## config.mk

```make
export PLATFORM = sky130hd
export DESIGN_NAME = hvn_norm
export DESIGN_NICKNAME = d
export VERILOG_FILES = /design/src/design/hvn_pkg.sv /design/src/design/hvn_norm.sv
export SDC_FILE = /design/constraint.sdc
export NUM_CORES = 2
export LEC_CHECK = 0
export BUFFER_PORTS_ARGS = -buffer_cell sky130_fd_sc_hd__buf_2
export CORE_ASPECT_RATIO = 1.4
export CORE_MARGIN = 1
export CORE_UTILIZATION = 45
export DETAILED_ROUTE_END_ITERATION = 8
export PLACE_DENSITY_LB_ADDON = 0.3
export SYNTH_ARGS = -nofsm -noshare
export SYNTH_HDL_FRONTEND = slang
export SYNTH_SLANG_ARGS = --single-unit
```

## constraint.sdc

```tcl
create_clock -name i_clk -period 11.4 [get_ports i_clk]
set_input_delay 2.28 -clock i_clk [delete_from_list [all_inputs] [get_ports i_clk]]
set_output_delay 2.28 -clock i_clk [all_outputs]
set_load 0.02 [all_outputs]
```

## src/design/hvn_pkg.sv

```systemverilog
package hvn_pkg;

    localparam int MAX_SIDE = 128;
    localparam int CW       = 7;
    localparam int AW       = 2 * CW;
    localparam int DEPTH    = MAX_SIDE * MAX_SIDE;

    localparam logic [7:0] SIDE_MIN = 8'd2;
    localparam logic [7:0] SIDE_MAX = 8'(MAX_SIDE);

    localparam logic CMD_WRITE = 1'b0;
    localparam logic CMD_QUERY = 1'b1;

    localparam logic [1:0] STAT_WRITE   = 2'd0;
    localparam logic [1:0] STAT_NORMAL  = 2'd1;
    localparam logic [1:0] STAT_OUTSIDE = 2'd2;

    typedef struct packed {
        logic               cmd;
        logic [6:0]         row;
        logic [6:0]         col;
        logic signed [15:0] height;
    } t_in;

    typedef struct packed {
        logic signed [15:0] normal_x;
        logic signed [15:0] normal_y;
        logic signed [15:0] normal_z;
        logic [1:0]         status;
    } t_out;

    typedef struct packed {
        logic signed [31:0] x;
        logic signed [31:0] y;
        logic signed [31:0] z;
    } t_vec;

    typedef struct packed {
        logic go;
        logic vert;
    } t_norm_req;

    typedef enum logic [2:0] {
        S_IDLE, S_READ, S_RWAIT, S_TRI, S_TWAIT, S_VERT, S_VWAIT, S_DONE
    } t_state;

    typedef enum logic [2:0] {
        N_IDLE, N_SQ, N_ROOT, N_DSET, N_DIV, N_DONE
    } t_nstate;

    function automatic logic signed [31:0] vec_get(input t_vec v, input logic [1:0] k);
        logic signed [31:0] r;
        case (k)
            2'd0: r = v.x;
            2'd1: r = v.y;
            default: r = v.z;
        endcase
        return r;
    endfunction

endpackage

```

## src/design/hvn_norm.sv

```systemverilog
module hvn_norm import hvn_pkg::*; (
    input  logic      i_clk,
    input  logic      i_rst_n,
    input  t_norm_req i_req,
    input  t_vec      i_vec,
    output logic      o_done,
    output t_vec      o_vec
);

    t_nstate r_state, n_state;
    t_vec        r_v;
    t_vec        r_u;
    logic        r_vert;
    logic [1:0]  r_k;
    logic [63:0] r_prod;
    logic [63:0] r_q;
    logic [63:0] r_x;
    logic [63:0] r_res;
    logic [63:0] r_bit;
    logic [4:0]  r_it;
    logic [31:0] r_len;
    logic [31:0] r_rem;
    logic [29:0] r_num;
    logic [29:0] r_quo;
    logic [4:0]  r_dit;

    logic signed [31:0] comp;
    logic [31:0] mag;
    logic [63:0] q_sum;
    logic [63:0] root_try;
    logic        root_ge;
    logic [63:0] res_n;
    logic [61:0] numer;
    logic [32:0] trial;
    logic        div_ge;
    logic [32:0] div_diff;
    logic [29:0] quo_n;
    logic [29:0] lim;
    logic [29:0] sat;
    logic signed [31:0] outc;

    always_comb begin
        comp     = vec_get(r_v, r_k);
        mag      = comp[31] ? 32'(-comp) : 32'(comp);
        q_sum    = r_q + r_prod;
        root_try = r_res + r_bit;
        root_ge  = r_x >= root_try;
        res_n    = root_ge ? ((r_res >> 1) + r_bit) : (r_res >> 1);
        numer    = (r_vert ? (62'(mag) << 14) : (62'(mag) << 31)) + 62'(r_len >> 1);
        trial    = {r_rem, r_num[29]};
        div_ge   = trial >= {1'b0, r_len};
        div_diff = trial - {1'b0, r_len};
        quo_n    = {r_quo[28:0], div_ge};
        lim      = r_vert ? 30'd16384 : 30'(1 << 28);
        sat      = (quo_n > lim) ? lim : quo_n;
        outc     = comp[31] ? -$signed({2'b00, sat}) : $signed({2'b00, sat});
    end

    always_comb begin
        n_state = r_state;
        case (r_state)
            N_IDLE: if (i_req.go) n_state = N_SQ;
            N_SQ:   if (r_k == 2'd3) n_state = N_ROOT;
            N_ROOT: if (r_it == 5'd31) n_state = N_DSET;
            N_DSET: begin
                if (r_len == '0) begin
                    if (r_k == 2'd2) n_state = N_DONE;
                end else begin
                    n_state = N_DIV;
                end
            end
            N_DIV: begin
                if (r_dit == 5'd29) n_state = (r_k == 2'd2) ? N_DONE : N_DSET;
            end
            N_DONE: n_state = N_IDLE;
            default: n_state = N_IDLE;
        endcase
    end

    always_comb begin
        o_done = (r_state == N_DONE);
        o_vec  = r_u;
    end

    always_ff @(posedge i_clk) begin
        if (!i_rst_n) begin
            r_state <= N_IDLE;
        end else begin
            r_state <= n_state;
        end
        case (r_state)
            N_IDLE: begin
                if (i_req.go) begin
                    r_v    <= i_vec;
                    r_vert <= i_req.vert;
                    r_k    <= '0;
                    r_q    <= '0;
                    r_prod <= '0;
                end
            end
            N_SQ: begin
                // Squares go through one registered multiplier, one component a cycle.
                r_prod <= 64'(mag) * 64'(mag);
                r_q    <= q_sum;
                r_k    <= r_k + 2'd1;
                if (r_k == 2'd3) begin
                    r_x   <= r_vert ? q_sum : (q_sum << 6);
                    r_res <= '0;
                    r_bit <= 64'(1) << 62;
                    r_it  <= '0;
                end
            end
            N_ROOT: begin
                if (root_ge) begin
                    r_x <= r_x - root_try;
                end
                r_res <= res_n;
                r_bit <= r_bit >> 2;
                r_it  <= r_it + 5'd1;
                if (r_it == 5'd31) begin
                    r_len <= 32'(res_n);
                    r_k   <= '0;
                end
            end
            N_DSET: begin
                if (r_len == '0) begin
                    case (r_k)
                        2'd0: r_u.x <= '0;
                        2'd1: r_u.y <= '0;
                        default: r_u.z <= '0;
                    endcase
                    r_k <= r_k + 2'd1;
                end else begin
                    // The quotient stays below 2^30, so the top part is already below len.
                    r_rem <= numer[61:30];
                    r_num <= numer[29:0];
                    r_quo <= '0;
                    r_dit <= '0;
                end
            end
            N_DIV: begin
                r_rem <= div_ge ? div_diff[31:0] : trial[31:0];
                r_num <= {r_num[28:0], 1'b0};
                r_quo <= quo_n;
                r_dit <= r_dit + 5'd1;
                if (r_dit == 5'd29) begin
                    case (r_k)
                        2'd0: r_u.x <= outc;
                        2'd1: r_u.y <= outc;
                        default: r_u.z <= outc;
                    endcase
                    r_k <= r_k + 2'd1;
                end
            end
            default: ;
        endcase
    end

endmodule

```

==> flow_metrics.env <==
export IMPL_cap_violations=0
export IMPL_post_place_ws_ns=0.0326
export IMPL_setup_viol=0
export IMPL_clkTransAtPathRegs_ns=0.07
export IMPL_via_per_inst=5.78
export IMPL_skew_ns=0.0444
export IMPL_wl_mm=212
export IMPL_synth_edf_count=615
export IMPL_crit_type="reg2reg"
export IMPL_grt_pass1_wl_mm=330
export IMPL_r2r_slack_ns=0.54
export IMPL_nNetsFinal=8822
export IMPL_wire_per_inst_um=22.6
export IMPL_track_usage=0.276
export IMPL_async_reset_ff_frac=0
export IMPL_required_ns=11.80
export IMPL_die_x_um=333
export IMPL_yosysUniqueCellTypes=89
export IMPL_cts_sinks=618
export IMPL_cts_buffers=66
export IMPL_slew_violations=0
export IMPL_cts_htree_levels=3
export IMPL_period_share=0.952
export IMPL_syn_inst=7242
export IMPL_cp_common_cell="fa_1"
export IMPL_outcome="finished, final reports clean"
export IMPL_r2r_end="r_prod[63]$_SDFFCE_PN0P_"
export IMPL_drt_iter0_drc=4252
export IMPL_rsz0062_at_grt="yes"
export IMPL_hp_class="reg2reg"
export IMPL_cpPeakStageDelay_ns=0.57
export IMPL_setup_slack_ns=0.543
export IMPL_utilization=0.494
export IMPL_arrival_ns=11.26
export IMPL_antenna_found_initial=6
export IMPL_vias=54300
export IMPL_port_buffers=196
export IMPL_die_area_sq_um=155000
export IMPL_slew_headroom=0.168
export IMPL_firstDrtPassIters=6
export IMPL_end_kind="flop"
export IMPL_clock_path_buffers=3
export IMPL_drc=0
export IMPL_cts_root_buf="clkbuf_16"
export IMPL_hold_buffers=0
export IMPL_yosysWarningCount=0
export IMPL_seq_area_frac_synth=0.269
export IMPL_fill_cells=14100
export IMPL_hold_start="r_num[4]$_DFFE_PP_"
export IMPL_pin_count=197
export IMPL_core_region_area_sq_um=152000
export IMPL_drive_above_1_share=0.0816
export IMPL_min_to="r_num[5]$_DFFE_PP_"
export IMPL_globalplace_congestion=0.981
export IMPL_crit_fanout=22
export IMPL_startpoint_type="flop"
export IMPL_final_cell_area_sq_um=75100
export IMPL_rr_startpoint="r_k[0]$_SDFFCE_PN0P_"
export IMPL_netlist_area_sq_um=69000
export IMPL_areaGrowthSynthToFinish_pct=8.80
export IMPL_start_util=0.454
export IMPL_finalHoldViolations=0
export IMPL_drtAntennaViolNets=0
export IMPL_hpwl_mm=168
export IMPL_hold_path_depth=2
export IMPL_avgSynthCellArea_sq_um=9.53
export IMPL_min_period_ns=10.86
export IMPL_worstSkewPairLatency_ns=0.67
export IMPL_cts_tree="done"
export IMPL_tightest_slew_ns=1.24
export IMPL_die_h_um=465
export IMPL_dpl_cell_area_sq_um=72800
export IMPL_critPathSlowestCell="fa_1"
export IMPL_rows=169
export IMPL_ys_flop_type="edfxtp_1"
export IMPL_overflow=0
export IMPL_grt_pass1_vias=57400
export IMPL_fmax_mhz=92.1
export IMPL_worstRegToRegCells=39
export IMPL_ys_ff_latch=618
export IMPL_fin_hold_ws_ns=0.513
export IMPL_grt_max_degree=76
-- cells by family (layout without fill, tap and decap cells) --
family	after synthesis	count (layout)	share of synthesized area
AOI/OAI and AO/OA	1467	1467	0.136
xor gates and xnor gates	413	413	0.0525
adders and majority gates	1336	1336	0.329
buffers and inverters	1412	1584	0.0772
DFF	618	618	0.269
muxes	29	29	0.00432
other	2	25	0.000109
and+or+nand+nor	1965	1966	0.132
-- Yosys cell counts (all sizes together), types with 10 or more instances --
cell type  number  share of area
buf            46         0.0029
and4           19         0.0024
a211oi         58         0.0063
a31oi         105         0.0095
mux2i          23         0.0033
a2111oi        12         0.0015
nor4           34         0.0036
and2          103         0.0093
a21o          155          0.017
a22o           34         0.0043
ha            539          0.098
a21oi         440          0.033
o22ai          12         0.0011
or3            29         0.0026
and3           98         0.0089
clkbuf        250          0.014
a22oi          10         0.0011
inv          1108          0.060
edfxtp        615           0.27
nor2b          43         0.0039
or4            12         0.0013
or2            21         0.0019
xnor2         211          0.027
nand2         620          0.034
nor2          644          0.035
a31o           30         0.0038
fa            797           0.23
a41oi          18         0.0023
nor3           88         0.0065
o21a           33         0.0036
nand2b         28         0.0025
xor2          202          0.026
a221oi         14         0.0018
nand3         107         0.0078
nand4          88         0.0084
o21bai         58         0.0063
o21ai         286          0.021
a21boi         25         0.0027
o211ai         47         0.0051
o31ai          31         0.0034
-- per-stage QoR --
step | std cells | setup TNS, ns
6_report | 9404 | 0
5_1_grt | 9404 | -0.0735
4_1_cts | 9399 | 0
3_5_place_dp | 9280 | 0
3_3_place_gp | 9280 | 0
2_1_floorplan | 7264 | 0
-- worst max-delay path, delay by kind of cell, from the launching register on --
family,cells,cell delay (ns)
AOI/OAI and AO/OA,9,2.02
xor gates and xnor gates,2,0.66
and+or+nand+nor,6,1.51
buffers and inverters,11,1.62
muxes,1,0.13
DFF,1,0.40
adders and majority gates,10,4.21
-- per-layer routing --
metal	track usage	part of all wire	up-vias
li1	-	-	24800
met1	0.326	0.38	27000
met2	0.482	0.50	1900
met3	0.0389	0.059	657
met4	0.156	0.064	6
met5	0	0.00018	-
-- state kept, by name (all words and copies together) (netlist names), 2 cells and up --
name     flops
r_quo       29
r_x         64
r_k          2
r_it         5
r_rem       32
r_q         64
r_num       30
r_prod      63
o_vec       96
r_len       32
r_dit        5
r_v         96
r_state      3
r_res       64
r_bit       32
-- area by class of cell --
type	count	area [sq um]	area share
multi-input combinational	5235	45600	0.607
sequential	618	18500	0.247
inverter	1116	4200	0.0560
tap	1966	2460	0.0328
timing repair buffer	349	2140	0.0285
clock buffer	74	1700	0.0227
clock inverter	45	458	0.00610
antenna	1	2.50	0.0000333
-- worst max-delay path by stage --
stage                                    start                       end  slack [ns]  cells past startpoint
after global routing      r_k[0]$_SDFFCE_PN0P_  r_prod[59]$_SDFFCE_PN0P_       -0.06                     37
after global placement    r_k[0]$_SDFFCE_PN0P_  r_prod[56]$_SDFFCE_PN0P_        0.16                     35
after floorplan           r_k[0]$_SDFFCE_PN0P_  r_prod[63]$_SDFFCE_PN0P_        0.32                     42
after detailed placement  r_k[0]$_SDFFCE_PN0P_  r_prod[56]$_SDFFCE_PN0P_        0.03                     36
final                     r_k[0]$_SDFFCE_PN0P_  r_prod[63]$_SDFFCE_PN0P_        0.54                     39
after CTS                 r_k[0]$_SDFFCE_PN0P_  r_prod[63]$_SDFFCE_PN0P_        0.06                     36
-- repair_timing --
| item | in CTS | in global routing |
|---|---|---|
| setup buffers | 0 | 3 |
| pin swaps | 0 | 2 |
| gates resized for setup | 1 | 23 |
| setup endpoints to repair | 2 | 24 |
| cloned | 0 | 1 |
-- placed cells by master, fill, tap and decap left out, drive strengths merged, types with 25 or more instances in the layout --
master	synthesis	layout
o31ai	31	31
o21a	33	33
a22o	34	34
or3	29	29
buf	46	349
xor2	202	202
ha	539	539
fa	797	797
nor2b	43	43
and3	98	98
clkinv	8	34
edfxtp	615	615
nand4	88	88
a21oi	440	440
o211ai	47	47
nand3	107	107
a21boi	25	25
nor3	88	88
nand2	620	620
a31o	30	30
a211oi	58	58
clkbuf	250	74
o21ai	286	286
nor2	644	645
and2	103	103
inv	1108	1114
xnor2	211	211
nand2b	28	28
a31oi	105	105
o21bai	58	58
nor4	34	34
a21o	155	155
Power is left out: the tool's default activity adds up to more than one toggle a clock period on the data nets, which glitch-free logic cannot reach.
